===== config.mk =====
export PLATFORM = sky130hd
export DESIGN_NAME = utf8_stream_validator_top
export DESIGN_NICKNAME = d
export VERILOG_FILES = /design/src/rtl/core/utf8v_pkg.sv /design/src/rtl/core/utf8_stream_validator_top.sv
export SDC_FILE = /design/constraint.sdc
export NUM_CORES = 1
export LEC_CHECK = 0
export ABC_AREA = 1
export BUFFER_PORTS_ARGS = -buffer_cell sky130_fd_sc_hd__buf_2
export CORE_MARGIN = 2
export CORE_UTILIZATION = 50
export DETAILED_ROUTE_END_ITERATION = 7
export GPL_ROUTABILITY_DRIVEN = 0
export MAX_ROUTING_LAYER = met4
export PLACE_DENSITY = 0.74
export SYNTH_ARGS = -nofsm -noshare
export SYNTH_HDL_FRONTEND = slang
export SYNTH_SLANG_ARGS = --single-unit

===== constraint.sdc =====
create_clock -name aclk -period 4 [get_ports aclk]
set_input_delay 0.8 -clock aclk [delete_from_list [all_inputs] [get_ports aclk]]
set_output_delay 0.8 -clock aclk [all_outputs]
set_load 0.01 [all_outputs]

===== src/rtl/core/utf8v_pkg.sv =====
// package for the utf8 stream validator: constants, register indexes and result type
`timescale 1ns / 1ps

package utf8v_pkg;

    localparam int COUNT_BITS_DEFAULT = 16;
    localparam int CAP_W              = 16;
    localparam int CFG_INDEX_W        = 8;
    localparam int CFG_DATA_W         = 16;

    localparam logic [CFG_INDEX_W-1:0] CFG_ALLOW_CONTROLS = 8'd0;
    localparam logic [CFG_INDEX_W-1:0] CFG_CAPACITY       = 8'd1;

    localparam logic [CAP_W-1:0] CAPACITY_RESET = 16'hffff;

    localparam logic [7:0] NUL_BYTE = 8'h00;

    localparam logic [1:0] CLASS_NONE  = 2'd0;
    localparam logic [1:0] CLASS_TWO   = 2'd1;
    localparam logic [1:0] CLASS_THREE = 2'd2;
    localparam logic [1:0] CLASS_FOUR  = 2'd3;

    localparam logic [20:0] MIN_TWO     = 21'h000080;
    localparam logic [20:0] MIN_THREE   = 21'h000800;
    localparam logic [20:0] MIN_FOUR    = 21'h010000;
    localparam logic [20:0] MAX_CP      = 21'h10ffff;
    localparam logic [20:0] SURR_LO     = 21'h00d800;
    localparam logic [20:0] SURR_HI     = 21'h00dfff;
    localparam logic [20:0] C0_END      = 21'd32;
    localparam logic [20:0] C1_LO       = 21'd127;
    localparam logic [20:0] C1_HI       = 21'd159;

    typedef struct packed {
        logic             valid_res;
        logic [CAP_W-1:0] byte_count;
    } result_t;

endpackage


===== src/rtl/core/utf8_stream_validator_top.sv =====
// utf8_stream_validator_top: validates a nul-terminated utf-8 byte stream
// usage:
//   s_ channel carries one string byte per transfer in s_byte_in; a zero byte
//   ends the string. each byte is decoded in the cycle it is transferred, so
//   one byte is taken per cycle while s_ready is high, with the decode and
//   count update acting on the string state registers.
//   m_ channel carries one result per string, made by the zero byte transfer:
//   m_valid_res (string well formed, no truncated sequence, length below
//   capacity) and m_byte_count (non-zero bytes, saturating at capacity).
//   the result is registered into the output buffer, behind any results still held.
//   cfg_ channel writes allow_controls (index 0) and capacity (index 1);
//   cfg_ready is always high. writes are expected only while the block idles.
//   reset (aresetn low, synchronous) clears the string state, empties the
//   result buffer and sets allow_controls to 0 and capacity to 65535.
//   a stalled receiver leaves results in a two-entry output buffer; s_ready
//   drops only when both entries are held, else bytes keep flowing.
`timescale 1ns / 1ps

module utf8_stream_validator_top
    import utf8v_pkg::*;
#(
    parameter int COUNT_BITS = COUNT_BITS_DEFAULT
) (
    input  logic                   aclk,
    input  logic                   aresetn,

    input  logic                   s_valid,
    output logic                   s_ready,
    input  logic [7:0]             s_byte_in,

    output logic                   m_valid,
    input  logic                   m_ready,
    output logic                   m_valid_res,
    output logic [CAP_W-1:0]       m_byte_count,

    input  logic                   cfg_valid,
    output logic                   cfg_ready,
    input  logic [CFG_INDEX_W-1:0] cfg_index,
    input  logic [CFG_DATA_W-1:0]  cfg_data
);

    localparam int CMP_W = (COUNT_BITS > CAP_W) ? COUNT_BITS : CAP_W;

    logic                  allow_reg;
    logic [CAP_W-1:0]      capacity_reg;

    logic [1:0]            pend_reg,  pend_next;
    logic [20:0]           acc_reg,   acc_next;
    logic [1:0]            class_reg, class_next;
    logic                  error_reg, error_next;
    logic [COUNT_BITS-1:0] count_reg, count_next;

    result_t               head_reg, head_next;
    result_t               skid_reg, skid_next;
    logic                  head_v_reg, head_v_next;
    logic                  skid_v_reg, skid_v_next;

    logic                  in_xfer;
    logic                  is_nul;
    logic                  push;
    logic                  pop;
    result_t               new_res;
    logic [CMP_W-1:0]      count_ext;
    logic [CMP_W-1:0]      cap_ext;
    logic                  below_cap;
    logic                  at_max;
    logic                  err_cnt;
    logic                  dec_bad;
    logic [20:0]           cp;
    logic [1:0]            cp_class;
    logic                  cp_check;

    function automatic logic cp_bad(input logic [20:0] c, input logic [1:0] cls,
                                    input logic allow);
        logic [20:0] minimum;
        logic        ctrl;
        case (cls)
            CLASS_TWO:   minimum = MIN_TWO;
            CLASS_THREE: minimum = MIN_THREE;
            CLASS_FOUR:  minimum = MIN_FOUR;
            default:     minimum = '0;
        endcase
        ctrl = (c < C0_END) || ((c >= C1_LO) && (c <= C1_HI));
        return (c < minimum) || (c > MAX_CP) || ((c >= SURR_LO) && (c <= SURR_HI))
               || (!allow && ctrl);
    endfunction

    assign cfg_ready = 1'b1;

    always_ff @(posedge aclk) begin
        if (!aresetn) begin
            allow_reg    <= 1'b0;
            capacity_reg <= CAPACITY_RESET;
        end else if (cfg_valid) begin
            case (cfg_index)
                CFG_ALLOW_CONTROLS: allow_reg    <= cfg_data[0];
                CFG_CAPACITY:       capacity_reg <= cfg_data[CAP_W-1:0];
                default:            ;
            endcase
        end
    end

    assign in_xfer   = s_valid && s_ready;
    assign is_nul    = (s_byte_in == NUL_BYTE);
    assign push      = in_xfer && is_nul;
    assign pop       = head_v_reg && m_ready;
    assign count_ext = CMP_W'(count_reg);
    assign cap_ext   = CMP_W'(capacity_reg);
    assign below_cap = count_ext < cap_ext;
    assign at_max    = &count_reg;
    assign err_cnt   = error_reg || (below_cap && at_max);

    assign new_res.valid_res  = !error_reg && (pend_reg == 2'd0) && below_cap;
    assign new_res.byte_count = count_ext[CAP_W-1:0];

    // byte decode
    always_comb begin
        pend_next  = pend_reg;
        acc_next   = acc_reg;
        class_next = class_reg;
        count_next = count_reg;
        error_next = error_reg;
        dec_bad    = 1'b0;
        cp         = {13'd0, s_byte_in};
        cp_class   = CLASS_NONE;
        cp_check   = 1'b0;
        if (in_xfer) begin
            if (is_nul) begin
                pend_next  = 2'd0;
                acc_next   = '0;
                class_next = CLASS_NONE;
                count_next = '0;
                error_next = 1'b0;
            end else begin
                if (below_cap && !at_max) begin
                    count_next = count_reg + COUNT_BITS'(1);
                end
                if (!err_cnt) begin
                    if (pend_reg == 2'd0) begin
                        case (s_byte_in) inside
                            [8'h01:8'h7f]: cp_check = 1'b1;
                            [8'hc2:8'hdf]: begin
                                acc_next   = {16'd0, s_byte_in[4:0]};
                                pend_next  = 2'd1;
                                class_next = CLASS_TWO;
                            end
                            [8'he0:8'hef]: begin
                                acc_next   = {17'd0, s_byte_in[3:0]};
                                pend_next  = 2'd2;
                                class_next = CLASS_THREE;
                            end
                            [8'hf0:8'hf4]: begin
                                acc_next   = {18'd0, s_byte_in[2:0]};
                                pend_next  = 2'd3;
                                class_next = CLASS_FOUR;
                            end
                            default: dec_bad = 1'b1;
                        endcase
                    end else if (s_byte_in[7:6] != 2'b10) begin
                        dec_bad = 1'b1;
                    end else begin
                        acc_next  = {acc_reg[14:0], s_byte_in[5:0]};
                        pend_next = pend_reg - 2'd1;
                        if (pend_reg == 2'd1) begin
                            cp_check = 1'b1;
                            cp       = acc_next;
                            cp_class = class_reg;
                        end
                    end
                end
                error_next = err_cnt || dec_bad
                             || (cp_check && cp_bad(cp, cp_class, allow_reg));
            end
        end
    end

    always_ff @(posedge aclk) begin
        if (!aresetn) begin
            pend_reg  <= 2'd0;
            acc_reg   <= '0;
            class_reg <= CLASS_NONE;
            error_reg <= 1'b0;
            count_reg <= '0;
        end else begin
            pend_reg  <= pend_next;
            acc_reg   <= acc_next;
            class_reg <= class_next;
            error_reg <= error_next;
            count_reg <= count_next;
        end
    end

    // two-entry result buffer
    always_comb begin
        head_next   = head_reg;
        skid_next   = skid_reg;
        head_v_next = head_v_reg;
        skid_v_next = skid_v_reg;
        if (pop) begin
            if (skid_v_reg) begin
                head_next   = skid_reg;
                skid_v_next = push;
                if (push) begin
                    skid_next = new_res;
                end
            end else begin
                head_v_next = push;
                if (push) begin
                    head_next = new_res;
                end
            end
        end else if (push) begin
            if (!head_v_reg) begin
                head_next   = new_res;
                head_v_next = 1'b1;
            end else begin
                skid_next   = new_res;
                skid_v_next = 1'b1;
            end
        end
    end

    always_ff @(posedge aclk) begin
        if (!aresetn) begin
            head_v_reg <= 1'b0;
            skid_v_reg <= 1'b0;
        end else begin
            head_v_reg <= head_v_next;
            skid_v_reg <= skid_v_next;
        end
    end

    always_ff @(posedge aclk) begin
        head_reg <= head_next;
        skid_reg <= skid_next;
    end

    assign s_ready      = !skid_v_reg;
    assign m_valid      = head_v_reg;
    assign m_valid_res  = head_reg.valid_res;
    assign m_byte_count = head_reg.byte_count;

    a_skid_needs_head: assert property (@(posedge aclk) disable iff (!aresetn)
        skid_v_reg |-> head_v_reg)
        else $error("skid entry held without head entry");

    a_nul_gives_result: assert property (@(posedge aclk) disable iff (!aresetn)
        (s_valid && s_ready && s_byte_in == NUL_BYTE) |=> m_valid)
        else $error("no result after string end");

    a_nul_clears_state: assert property (@(posedge aclk) disable iff (!aresetn)
        (s_valid && s_ready && s_byte_in == NUL_BYTE)
        |=> (count_reg == '0 && !error_reg && pend_reg == 2'd0))
        else $error("string state not cleared after string end");

    a_pending_has_class: assert property (@(posedge aclk) disable iff (!aresetn)
        (pend_reg != 2'd0) |-> (class_reg != CLASS_NONE))
        else $error("open sequence without length class");

endmodule

**Word level (Yosys, flattened, before mapping)**

Cells that the tools add are included.

- Word-level logic and storage cells: 159
- Bits of input ports: 37
- Flip-flop bits (word level): 89
- Output and inout port bits: 20

- $lt $le $gt $ge: 16
- Eq/ne operators: 14
- Multiplexer cells: 69
- Add/subtract/negate cells: 2
- Reductions and logical operators: 45

Operators with widths:

| operator | count |
|---|---|
| 21-bit 2-to-1 mux | 8 |
| 17-bit 2-to-1 mux | 9 |
| 15-bit 2-to-1 mux | 8 |
| 17-bit case mux with 3 select lines | 1 |
| 2-bit 2-to-1 mux | 17 |
| 16-bit 2-to-1 mux | 2 |
| 8-bit >= comparator, second input constant | 3 |
| 8-bit less-or-equal comparator, second input constant | 3 |
| 1-bit 2-to-1 mux | 24 |
| 21-bit by 16-bit >= comparator with 1-bit output, second input constant | 1 |
| 21-bit by 7-bit >= comparator with 1-bit output, second input constant | 1 |
| 21-bit > comparator, second input constant | 1 |
| 21-bit by 16-bit less-or-equal comparator with 1-bit output, second input constant | 1 |
| 21-bit by 8-bit less-or-equal comparator with 1-bit output, second input constant | 1 |
| 21-bit < comparator | 1 |
| 21-bit by 6-bit < comparator with 1-bit output, second input constant | 1 |
| 16-bit by 1-bit adder with 16-bit output, second input constant | 1 |
| 8-bit zero test | 2 |
| 16-bit < comparator | 1 |
| 16-bit AND reduction | 1 |
| 1-bit logical AND | 15 |
| 2-bit != test, second input constant | 5 |
| 2-bit AND reduction | 5 |
| 5-bit AND reduction | 2 |
| other kinds (15) | 32 |

**Logic depth before layout (Yosys ltp)**

Gate-level depths: netlist of run 1.

- Depth in word-level cells: 18
- Gate-level depth with buffers: 27
- Gate-level depth less buffers: 27

**Worst setup path before layout of run 1**

OpenSTA, ideal clock, no wires.

- Path kind: in2reg
- Start point: in s_byte_in[1]
- End point: reg head_reg, in the netlist m_byte_count[0] (enable)
- Buffers on the path: 0
- Cell stages on the path: 6
- Slack: 1.140 ns
- Arrival: 2.461 ns
- Cell sequence: or2_1 -> nor3_2 -> nand3_2 -> nor2_1 -> inv_2 -> a22oi_1

- Cells in the longest elaborated chain, start to end: 4
- Elaborated cells between the ends (all ways): 5

RTL lines:

| element | line | text |
|---|---|---|
| from (decl) | utf8_stream_validator_top.sv:29 | `input logic [7:0] s_byte_in,` |
| 8-bit zero test (*) | utf8_stream_validator_top.sv:104 | `assign is_nul = (s_byte_in == NUL_BYTE);` |
| 1-bit logical AND (*) | utf8_stream_validator_top.sv:105 | `assign push = in_xfer && is_nul;` |
| 2-bit nonzero test (no line) | n/a |  |
| 3-bit AND reduction (no line) (*) | n/a |  |
| to (signal assigned) | utf8_stream_validator_top.sv:234 | `head_reg <= head_next;` |
| to (decl) | utf8_stream_validator_top.sv:53 | `result_t head_reg, head_next;` |

Mark *: on every way between the ends. The rest lies on a longest branch, timed or not.
A chain may end at the register's enable or synchronous reset.

**Final worst setup path of run 1**

- Start point: reg count_reg[15], in the netlist count_ext[15]
- End point: reg error_reg

- Cells in the longest elaborated chain, start to end: 17
- Elaborated cells between the ends (all ways): 40

RTL lines:

| element | line | text |
|---|---|---|
| from (decl) | utf8_stream_validator_top.sv:51 | `logic [COUNT_BITS-1:0] count_reg, count_next;` |
| from (signal assigned) | utf8_stream_validator_top.sv:189 | `count_reg <= count_next;` |
| 16-bit < comparator or 16-bit AND reduction (tied branches) | utf8_stream_validator_top.sv:109, utf8_stream_validator_top.sv:110 |  |
| 1-bit logical AND (*) | utf8_stream_validator_top.sv:111 | `assign err_cnt = error_reg \|\| (below_cap && at_max);` |
| 1-bit logical OR (*) | utf8_stream_validator_top.sv:111 |  |
| 2-bit 2-to-1 mux | utf8_stream_validator_top.sv:138 | `if (!err_cnt) begin` |
| 2-bit 2-to-1 mux | utf8_stream_validator_top.sv:128 | `if (is_nul) begin` |
| 2-bit 2-to-1 mux | utf8_stream_validator_top.sv:127 | `if (in_xfer) begin` |
| 2-bit == test or 2-bit by 1-bit == test with 1-bit output (tied branches) | utf8_stream_validator_top.sv:77 | `case (cls)` |
| 17-bit case mux with 3 select lines | utf8_stream_validator_top.sv:77 |  |
| 21-bit 2-to-1 mux | utf8_stream_validator_top.sv:128 |  |
| 21-bit 2-to-1 mux | utf8_stream_validator_top.sv:127 |  |
| 21-bit < comparator | utf8_stream_validator_top.sv:84 | `return (c < minimum) \|\| (c > MAX_CP) \|\| ((c >= SURR_LO) && (c <= SURR_HI))` |
| 1-bit logical OR (2 in series) | utf8_stream_validator_top.sv:84 |  |
| 1-bit logical OR | utf8_stream_validator_top.sv:85 | `\|\| (!allow && ctrl);` |
| 1-bit logical AND | utf8_stream_validator_top.sv:172 | `\|\| (cp_check && cp_bad(cp, cp_class, allow_reg));` |
| 1-bit logical OR (*) | utf8_stream_validator_top.sv:172 |  |
| 1-bit 2-to-1 mux (*) | utf8_stream_validator_top.sv:128 |  |
| to (signal assigned) | utf8_stream_validator_top.sv:188 | `error_reg <= error_next;` |
| to (decl) | utf8_stream_validator_top.sv:50 | `logic error_reg, error_next;` |

Mark *: on every way between the ends. The rest lies on a longest branch, timed or not. The select of a mux whose other input is x is not followed.

==> flow_summary_export.csv, run 1 <==
group,metric,value,unit
die,io_pins,57,
placed_design,port_buffers,55,
synth,ys_warn_count,0,
synth,synth_top_cells_by_area,"dfxtp_1, edfxtp_1, nand2_1",
run,maxCapViolations,0,
worst_setup_path,cp.required,4230,ps
drt,drc,0,
clock_tree,htreeDepth,3,
placed_design,place_hpwl,6900,µm
sta,grt_setup_unrepaired,"no",
pwr,clkPwrFrac,36.4,%
sta,worst_pin_slew,885,ps
synth,synth_cells,524,
global_routing,grt_pass1_vias,3365,
finish,largest_register_ffs,17,
worst_setup_path,crit_path_start_kind,"flip-flop",
clock_tree,cts_tree,"built",
die,start_util,51.6,%
outcome,outcome,"finished clean",
die,dieArea,0.00977,mm²
clock_tree,clkLatencyLatePin,370,ps
global_routing,track_usage,20.3,%
worst_setup_path,r2r.worst_path.cells,20,
sta,slew_viol_final,0,
worst_setup_path,worstPathMaxFanout,6,
die,rows,34,
synth,synth_cell_types,48,
synth,yosysTopAreaCell,"dfxtp_1",
sta,min_period,2830,ps
drt,drtPass1Iterations,4,
drt,drt.antenna.violating_nets,0,
sta,period_share,70.7,%
worst_setup_path,cp-end-kind,"flip-flop",
synth,synth-edff-count,34,
worst_setup_path,crit_end,"error_reg$_SDFFE_PN0P_",
pwr,p_sw,0.000483,W
die,core,0.00872,mm²
synth,synth_top_area_share,24.5,%
drt,wl_per_cell,13.4,µm
sta,tns,0,ps
clock_tree,cts_num_sinks,89,
drt,vias,3640,
worst_setup_path,reg2reg_to,"error_reg$_SDFFE_PN0P_",
synth,ys_seq_area_share,47.2,%
global_routing,grt_overflow,0,
drt,vias_per_cell,5.28,
clock_tree,holdBufCountCts,0,
global_routing,grt_pass1_wl,15700,µm
finish,fin_nets,632,
finish,fillers,781,
hold_path,worst_hold_startpoint,"allow_reg$_SDFFE_PN0P_",
worst_setup_path,critical_path.most_common_cell,"nand2_1",
worst_setup_path,worst_ep_arrival_time,3050,ps
hold_path,hold_path_class,"reg2reg",
worst_setup_path,worstReg2RegStart,"count_ext[15]$_SDFFE_PN0P_",
pwr,combPwrFrac,8.0,%
sta,setup_ws,1170,ps
die,die_w,98.8,µm
finish,area_growth,12.2,%
worst_setup_path,crit_cells,20,
clock_tree,root_buffer,"clkbuf_8",
worst_setup_path,slowest_delay,410,ps
sta,slew_headroom,40.9,%
finish,drive_above_1_share,21.6,%
global_routing,grt_max_degree,32,
synth,synth_seq_cells,89,
sta,clock-skew-final,15.4,ps
worst_setup_path,critPathLaunch,"count_ext[15]$_SDFFE_PN0P_",
clock_tree,post-cts-setup-buffers,0,
worst_setup_path,rrSetupSlack,1170,ps
finish,antenna_cells,0,
pwr,power_density,342,mW/mm²
worst_setup_path,crit_type,"reg2reg",
clock_tree,cts_resized,0,
sta,finalHoldViolations,0,
pwr,internal-power,0.00125,W
drt,wirelength,9260,µm
clock_tree,cts_buffers,9,
sta,fmax,0.353,GHz
synth,async_reset_ff_share,0,%
worst_setup_path,crit_slowest_cell,"dfxtp_1",
pwr,ir_drop,0.000156,V
global_routing,grt_antenna_before_repair,0,
worst_setup_path,crit_buf_inv,2,
clock_tree,clock_path_buffers,2,
sta,setup_violations,0,
synth,postSynthAreaPerCell,8.58,µm²
die,fp.dieH,98.8,µm
worst_setup_path,cp_top_family,"simple AND/OR/NAND/NOR gates",
synth,syn_nets,579,
placed_design,dp_slack,1060,ps
drt,dr.first_iter.drc_count,210,
synth,synthFlopType,"dfxtp_1",
pwr,leakage,2.25,nW
worst_setup_path,cp_cell_sequence,"ha_1 -> nand4_1 -> a21oi_1 -> nor2_4 -> nand3_2 -> nand2_4 -> inv_2 -> nand2_1 -> nor2_1 -> nand2_1 -> ha_1 -> inv_1 -> nor2_1 -> nand2_1 -> nand2_1 -> nand4_1 -> nand2_1 -> nand2_1 -> nand2_1 -> a21oi_2",
pwr,p_seq_share,55.6,%
pwr,p_sw_share,28.0,%
clock_tree,clk_pin_slew,100,ps
synth,syn-cell-area,0.00450,mm²
[how the worst min path moves through the flow]
stage	to	slack (ps)	depth (start not counted)
finish	allow_reg$_SDFFE_PN0P_	470	2
global route	allow_reg$_SDFFE_PN0P_	480	2
CTS	allow_reg$_SDFFE_PN0P_	460	2
detailed placement	allow_reg$_SDFFE_PN0P_	450	2
global placement	acc_reg[11]$_SDFFE_PN0P_	450	2
floorplan	allow_reg$_SDFFE_PN0P_	430	2
[cells in the mapped netlist, drive strengths merged (2+ instances only)]
cell / count
mux2: 6
clkbuf: 10
inv: 74
a211oi: 13
o211ai: 15
clkinv: 3
dfxtp: 55
nand2: 98
nand3: 27
nor4: 4
a21oi: 53
ha: 18
buf: 5
nor3: 17
o21ai: 16
nand4: 8
edfxtp: 34
or2: 2
nor2: 56
[layer usage]
metal  part of all wire (%)  GRT usage (%)
met1                     49           28.5
met2                     43           29.7
met3                    6.4           3.97
met4                    1.2           6.11
met5                      0              -
[tightest hold or removal path: cells and delay by family (launching register included)]
family | cells | cell delay (ps)
AOI/OAI and AO/OA | 1 | 60
DFF | 1 | 300
buffers and inverters | 1 | 60
[power by group through the flow]
stage                     registers (W)  clock network, W  logic [W]
final                          0.000961          0.000629   0.000138
after global routing           0.000963          0.000675   0.000155
after CTS                      0.000961          0.000643   0.000137
after detailed placement       0.000982                 0   0.000136
after global placement         0.000982                 0   0.000133
after floorplan                0.000978                 0  0.0000984
[logic make-up after synthesis]
family	share of synthesized area, %
other cells	0.0834
mux	1.50
buf+inv	8.43
simple gates	23.9
xor+xnor	0.195
fa+ha+maj	5.01
compound gates	13.7
flops	47.2
[final cells by class]
type	count	area, µm²	area share (%)
clock buffers	9	124	2.45
clock inverters	7	81.3	1.61
inverters	77	299	5.92
multi-input cells	343	2000	39.6
flip-flops and latches	89	2120	42.0
well taps	108	135	2.68
repair buffers	57	290	5.75
[layout by cell type (no fill, tap or decap), drive strengths merged, types with 2 or more instances in the layout]
| master | instances |
|---|---|
| nand3 | 27 |
| o211ai | 15 |
| dfxtp | 55 |
| buf | 57 |
| clkinv | 7 |
| edfxtp | 34 |
| nor3 | 17 |
| o21ai | 16 |
| ha | 18 |
| clkbuf | 9 |
| nor4 | 4 |
| a21oi | 53 |
| inv | 77 |
| nor2 | 56 |
| nand4 | 8 |
| a211oi | 13 |
| mux2 | 6 |
| or2 | 2 |
| nand2 | 98 |
[metrics by stage]
step,cells,util [%],hold WS (ps),area [µm²],power (W)
after global placement,674,55.5,454,4840,0.00111
final,690,57.9,466,5050,0.00173
after CTS,690,57.9,462,5050,0.00174
after detailed placement,674,55.5,450,4840,0.00112
after floorplan,524,-,430,4500,0.00108
after global routing,690,57.9,478,5050,0.00179
Note: power is estimated with default switching activity, not from simulation.
==> run 2: changes to the inputs <==
- ABC_AREA: 1 -> 0
- PLACE_DENSITY: 0.74 -> 0.75
- clock period: 4 -> 2.92 ns (I/O delays scaled with it)
==> run 2 against run 1 <==
Clock power up 31%. Register-to-register slack got worse by 1200 ps. Core utilization rose by 7.6 points. Non-clock buffer count is 40 higher. Critical endpoint unchanged. Largest power group unchanged. Highest routed layer unchanged.
==> flow_summary_export.csv, run 2 <==
group,metric,value,unit
outcome,outcome,"finished clean",
synth,synth_common_cells,"nand2_1, dfxtp_1, edfxtp_1",
global_routing,grt_pass1_wl,15800,µm
drt,wl_per_cell,16.0,µm
synth,synthFlopType,"dfxtp_1",
pwr,ir_drop,0.000223,V
worst_setup_path,crit_path_start_kind,"flip-flop",
worst_setup_path,slowest_delay,340,ps
die,io_pins,57,
synth,yosysTopAreaCell,"dfxtp_1",
pwr,p_sw_share,25.9,%
synth,synth_cells,436,
synth,ys_warn_count,0,
drt,wirelength,10100,µm
worst_setup_path,worstPathMaxFanout,3,
synth,syn_nets,491,
finish,largest_register_ffs,17,
sta,period_share,99.7,%
worst_setup_path,worstReg2RegStart,"cap_ext[11]$_SDFFE_PN1P_",
finish,fillers,645,
sta,slew_headroom,46.7,%
clock_tree,cts_num_sinks,89,
synth,async_reset_ff_share,0,%
hold_path,hold_path_class,"in2reg",
clock_tree,htreeDepth,3,
run,maxCapViolations,0,
finish,drive_above_1_share,33.4,%
worst_setup_path,cp_cell_sequence,"inv_1 -> ha_4 -> nand4_4 -> or2_0 -> o32a_1 -> a31oi_4 -> buf_6 -> nand3b_1 -> ha_1 -> nand2_1 -> a31oi_1 -> nor4bb_4 -> a211oi_1 -> o31ai_1",
synth,synth-edff-count,34,
drt,dr.first_iter.drc_count,177,
sta,slew_viol_final,0,
global_routing,grt_max_degree,33,
die,die_w,97.1,µm
global_routing,grt_antenna_before_repair,0,
synth,synth_top_cells_by_area,"dfxtp_1, edfxtp_1, ha_1",
sta,grt_setup_unrepaired,"yes",
pwr,internal-power,0.00170,W
global_routing,track_usage,20.9,%
global_routing,grt_overflow,0,
finish,regArea,0.00213,mm²
sta,setup_ws,9.44,ps
worst_setup_path,critPathLaunch,"cap_ext[11]$_SDFFE_PN1P_",
drt,vias,3592,
drt,vias_per_cell,5.66,
pwr,combPwrFrac,7.2,%
clock_tree,cts_buffers,9,
pwr,p_sw,0.000595,W
sta,finalHoldViolations,0,
finish,multi_input_area,0.00228,mm²
synth,synth_cell_types,61,
clock_tree,clk_pin_slew,90,ps
die,dieArea,0.00943,mm²
drt,drc,0,
worst_setup_path,crit_buf_inv,2,
synth,yosysMostFrequentCell,"nand2_1",
die,start_util,52.3,%
drt,drt.antenna.violating_nets,0,
placed_design,place_hpwl,6860,µm
placed_design,dp_slack,-77.9,ps
worst_setup_path,worst_ep_arrival_time,3160,ps
global_routing,grt_pass1_vias,3337,
synth,synth_seq_cells,89,
sta,worst_pin_slew,798,ps
worst_setup_path,crit_type,"reg2reg",
clock_tree,cts_tree,"built",
hold_path,worst_hold_startpoint,"cfg_data[8]",
finish,design_area,0.00543,mm²
clock_tree,clkLatencyLatePin,370,ps
worst_setup_path,cp-end-kind,"flip-flop",
die,fp.dieH,97.1,µm
finish,final_common_cell,"nand2_1",
worst_setup_path,cp_top_family,"compound AO/OA/AOI/OAI gates",
placed_design,port_buffers,55,
pwr,p_seq_share,56.8,%
pwr,leakage,2.19,nW
pwr,power_density,423,mW/mm²
sta,setup_violations,0,
finish,antenna_cells,0,
finish,final_cell_mix,"nand2_1, buf_2, dfxtp_1",
sta,tns,0,ps
pwr,clkPwrFrac,36.0,%
worst_setup_path,cp.required,3170,ps
clock_tree,root_buffer,"clkbuf_8",
die,rows,33,
synth,syn-cell-area,0.00434,mm²
worst_setup_path,crit_slowest_cell,"o32a_1",
die,core,0.00830,mm²
sta,worst_hold_slack,440,ps
finish,area_growth,25.3,%
synth,postSynthAreaPerCell,9.95,µm²
drt,drtPass1Iterations,5,
synth,synth_top_area_share,25.4,%
finish,fin_nets,580,
sta,min_period,2910,ps
sta,clock-skew-final,11.3,ps
clock_tree,clock_path_buffers,2,
sta,fmax,0.344,GHz
synth,ys_seq_area_share,48.9,%
placed_design,placed_cell_area,0.00495,mm²
==> run 2: changes by cell type in the layout (fill, tap and decap cells not counted), sizes merged, moves of 5 or more <==
| cell | delta |
|---|---|
| inv | -47 |
| a21oi | -41 |
| buf | +40 |
| nand2 | -40 |
| nor2 | -34 |
| a21boi | +21 |
| mux2 | +11 |
| a211oi | -10 |
| xnor2 | +10 |
| nor2b | +8 |
| nor3 | -8 |
| or3 | +6 |
| clkinv | -5 |
==> run 2: what timing repair did <==
item / in CTS / in global routing
gates resized for setup: 4 / 39
setup endpoints to repair: 1 / 19
setup buffers: 2 / 6
hold buffers: 0 / 0
cloned: 0 / 1
pin swaps: 5 / 18
==> run 2: worst paths after layout <==
kind | cells after the start | slack, ps | end
setup reg to reg | 14 | 9 | error_reg$_SDFFE_PN0P_
hold / removal | 3 | 440 | cap_ext[8]$_SDFFE_PN1P_
setup / recovery | 14 | 9 | error_reg$_SDFFE_PN0P_
hold reg to reg | 2 | 470 | acc_reg[9]$_SDFFE_PN0P_
==> run 2: cell type report <==
class,count,area share (%)
clock buffer,9,2.28
clock inverter,7,1.27
inverter,25,1.73
multi-input combinational,303,42.0
sequential,89,39.2
tap,105,2.42
timing repair buffer,97,11.1
==> run 2: cells by family (layout without fill, tap and decap cells) <==
| kind of cell | count (synthesis) | in the layout | share of synthesized area [%] |
|---|---|---|---|
| multiplexers | 19 | 19 | 4.88 |
| adder cells (fa/ha/maj) | 18 | 18 | 5.19 |
| buffers and inverters | 44 | 138 | 4.04 |
| other | 1 | 1 | 0.0865 |
| AND/OR/NAND/NOR | 165 | 165 | 19.4 |
| flip-flops | 89 | 89 | 48.9 |
| XOR/XNOR | 11 | 11 | 2.22 |
| AO/OA/AOI/OAI | 89 | 89 | 15.3 |
==> run 2: metal layers <==
layer	up-vias	routed length (µm)	global-route usage, %
li1	1756	-	-
met1	1717	4580	27.3
met2	103	4920	34.0
met3	16	462	4.39
met4	0	163	4.23
met5	-	0	-
==> run 2: per-stage QoR <==
step           std cells  util (%)  power, W
3_5_place_dp         610      59.6   0.00148
5_1_grt              635      65.5   0.00239
6_report             635      65.5   0.00230
4_1_cts              628      62.4   0.00230
3_3_place_gp         610      59.6   0.00148
2_1_floorplan        436         -   0.00142
==> run 2: power by group through the flow <==
stage / clock, W / sequential, W / combinational [W]
floorplan: 0 / 0.00133 / 0.0000929
global placement: 0 / 0.00133 / 0.000146
detailed placement: 0 / 0.00133 / 0.000149
CTS: 0.000841 / 0.00130 / 0.000152
global route: 0.000899 / 0.00131 / 0.000181
finish: 0.000827 / 0.00130 / 0.000165
==> run 2: worst min-delay path, stage by stage <==
cell and delay [ps]:
buf_2 70, nand2_1 40, o211ai_1 70
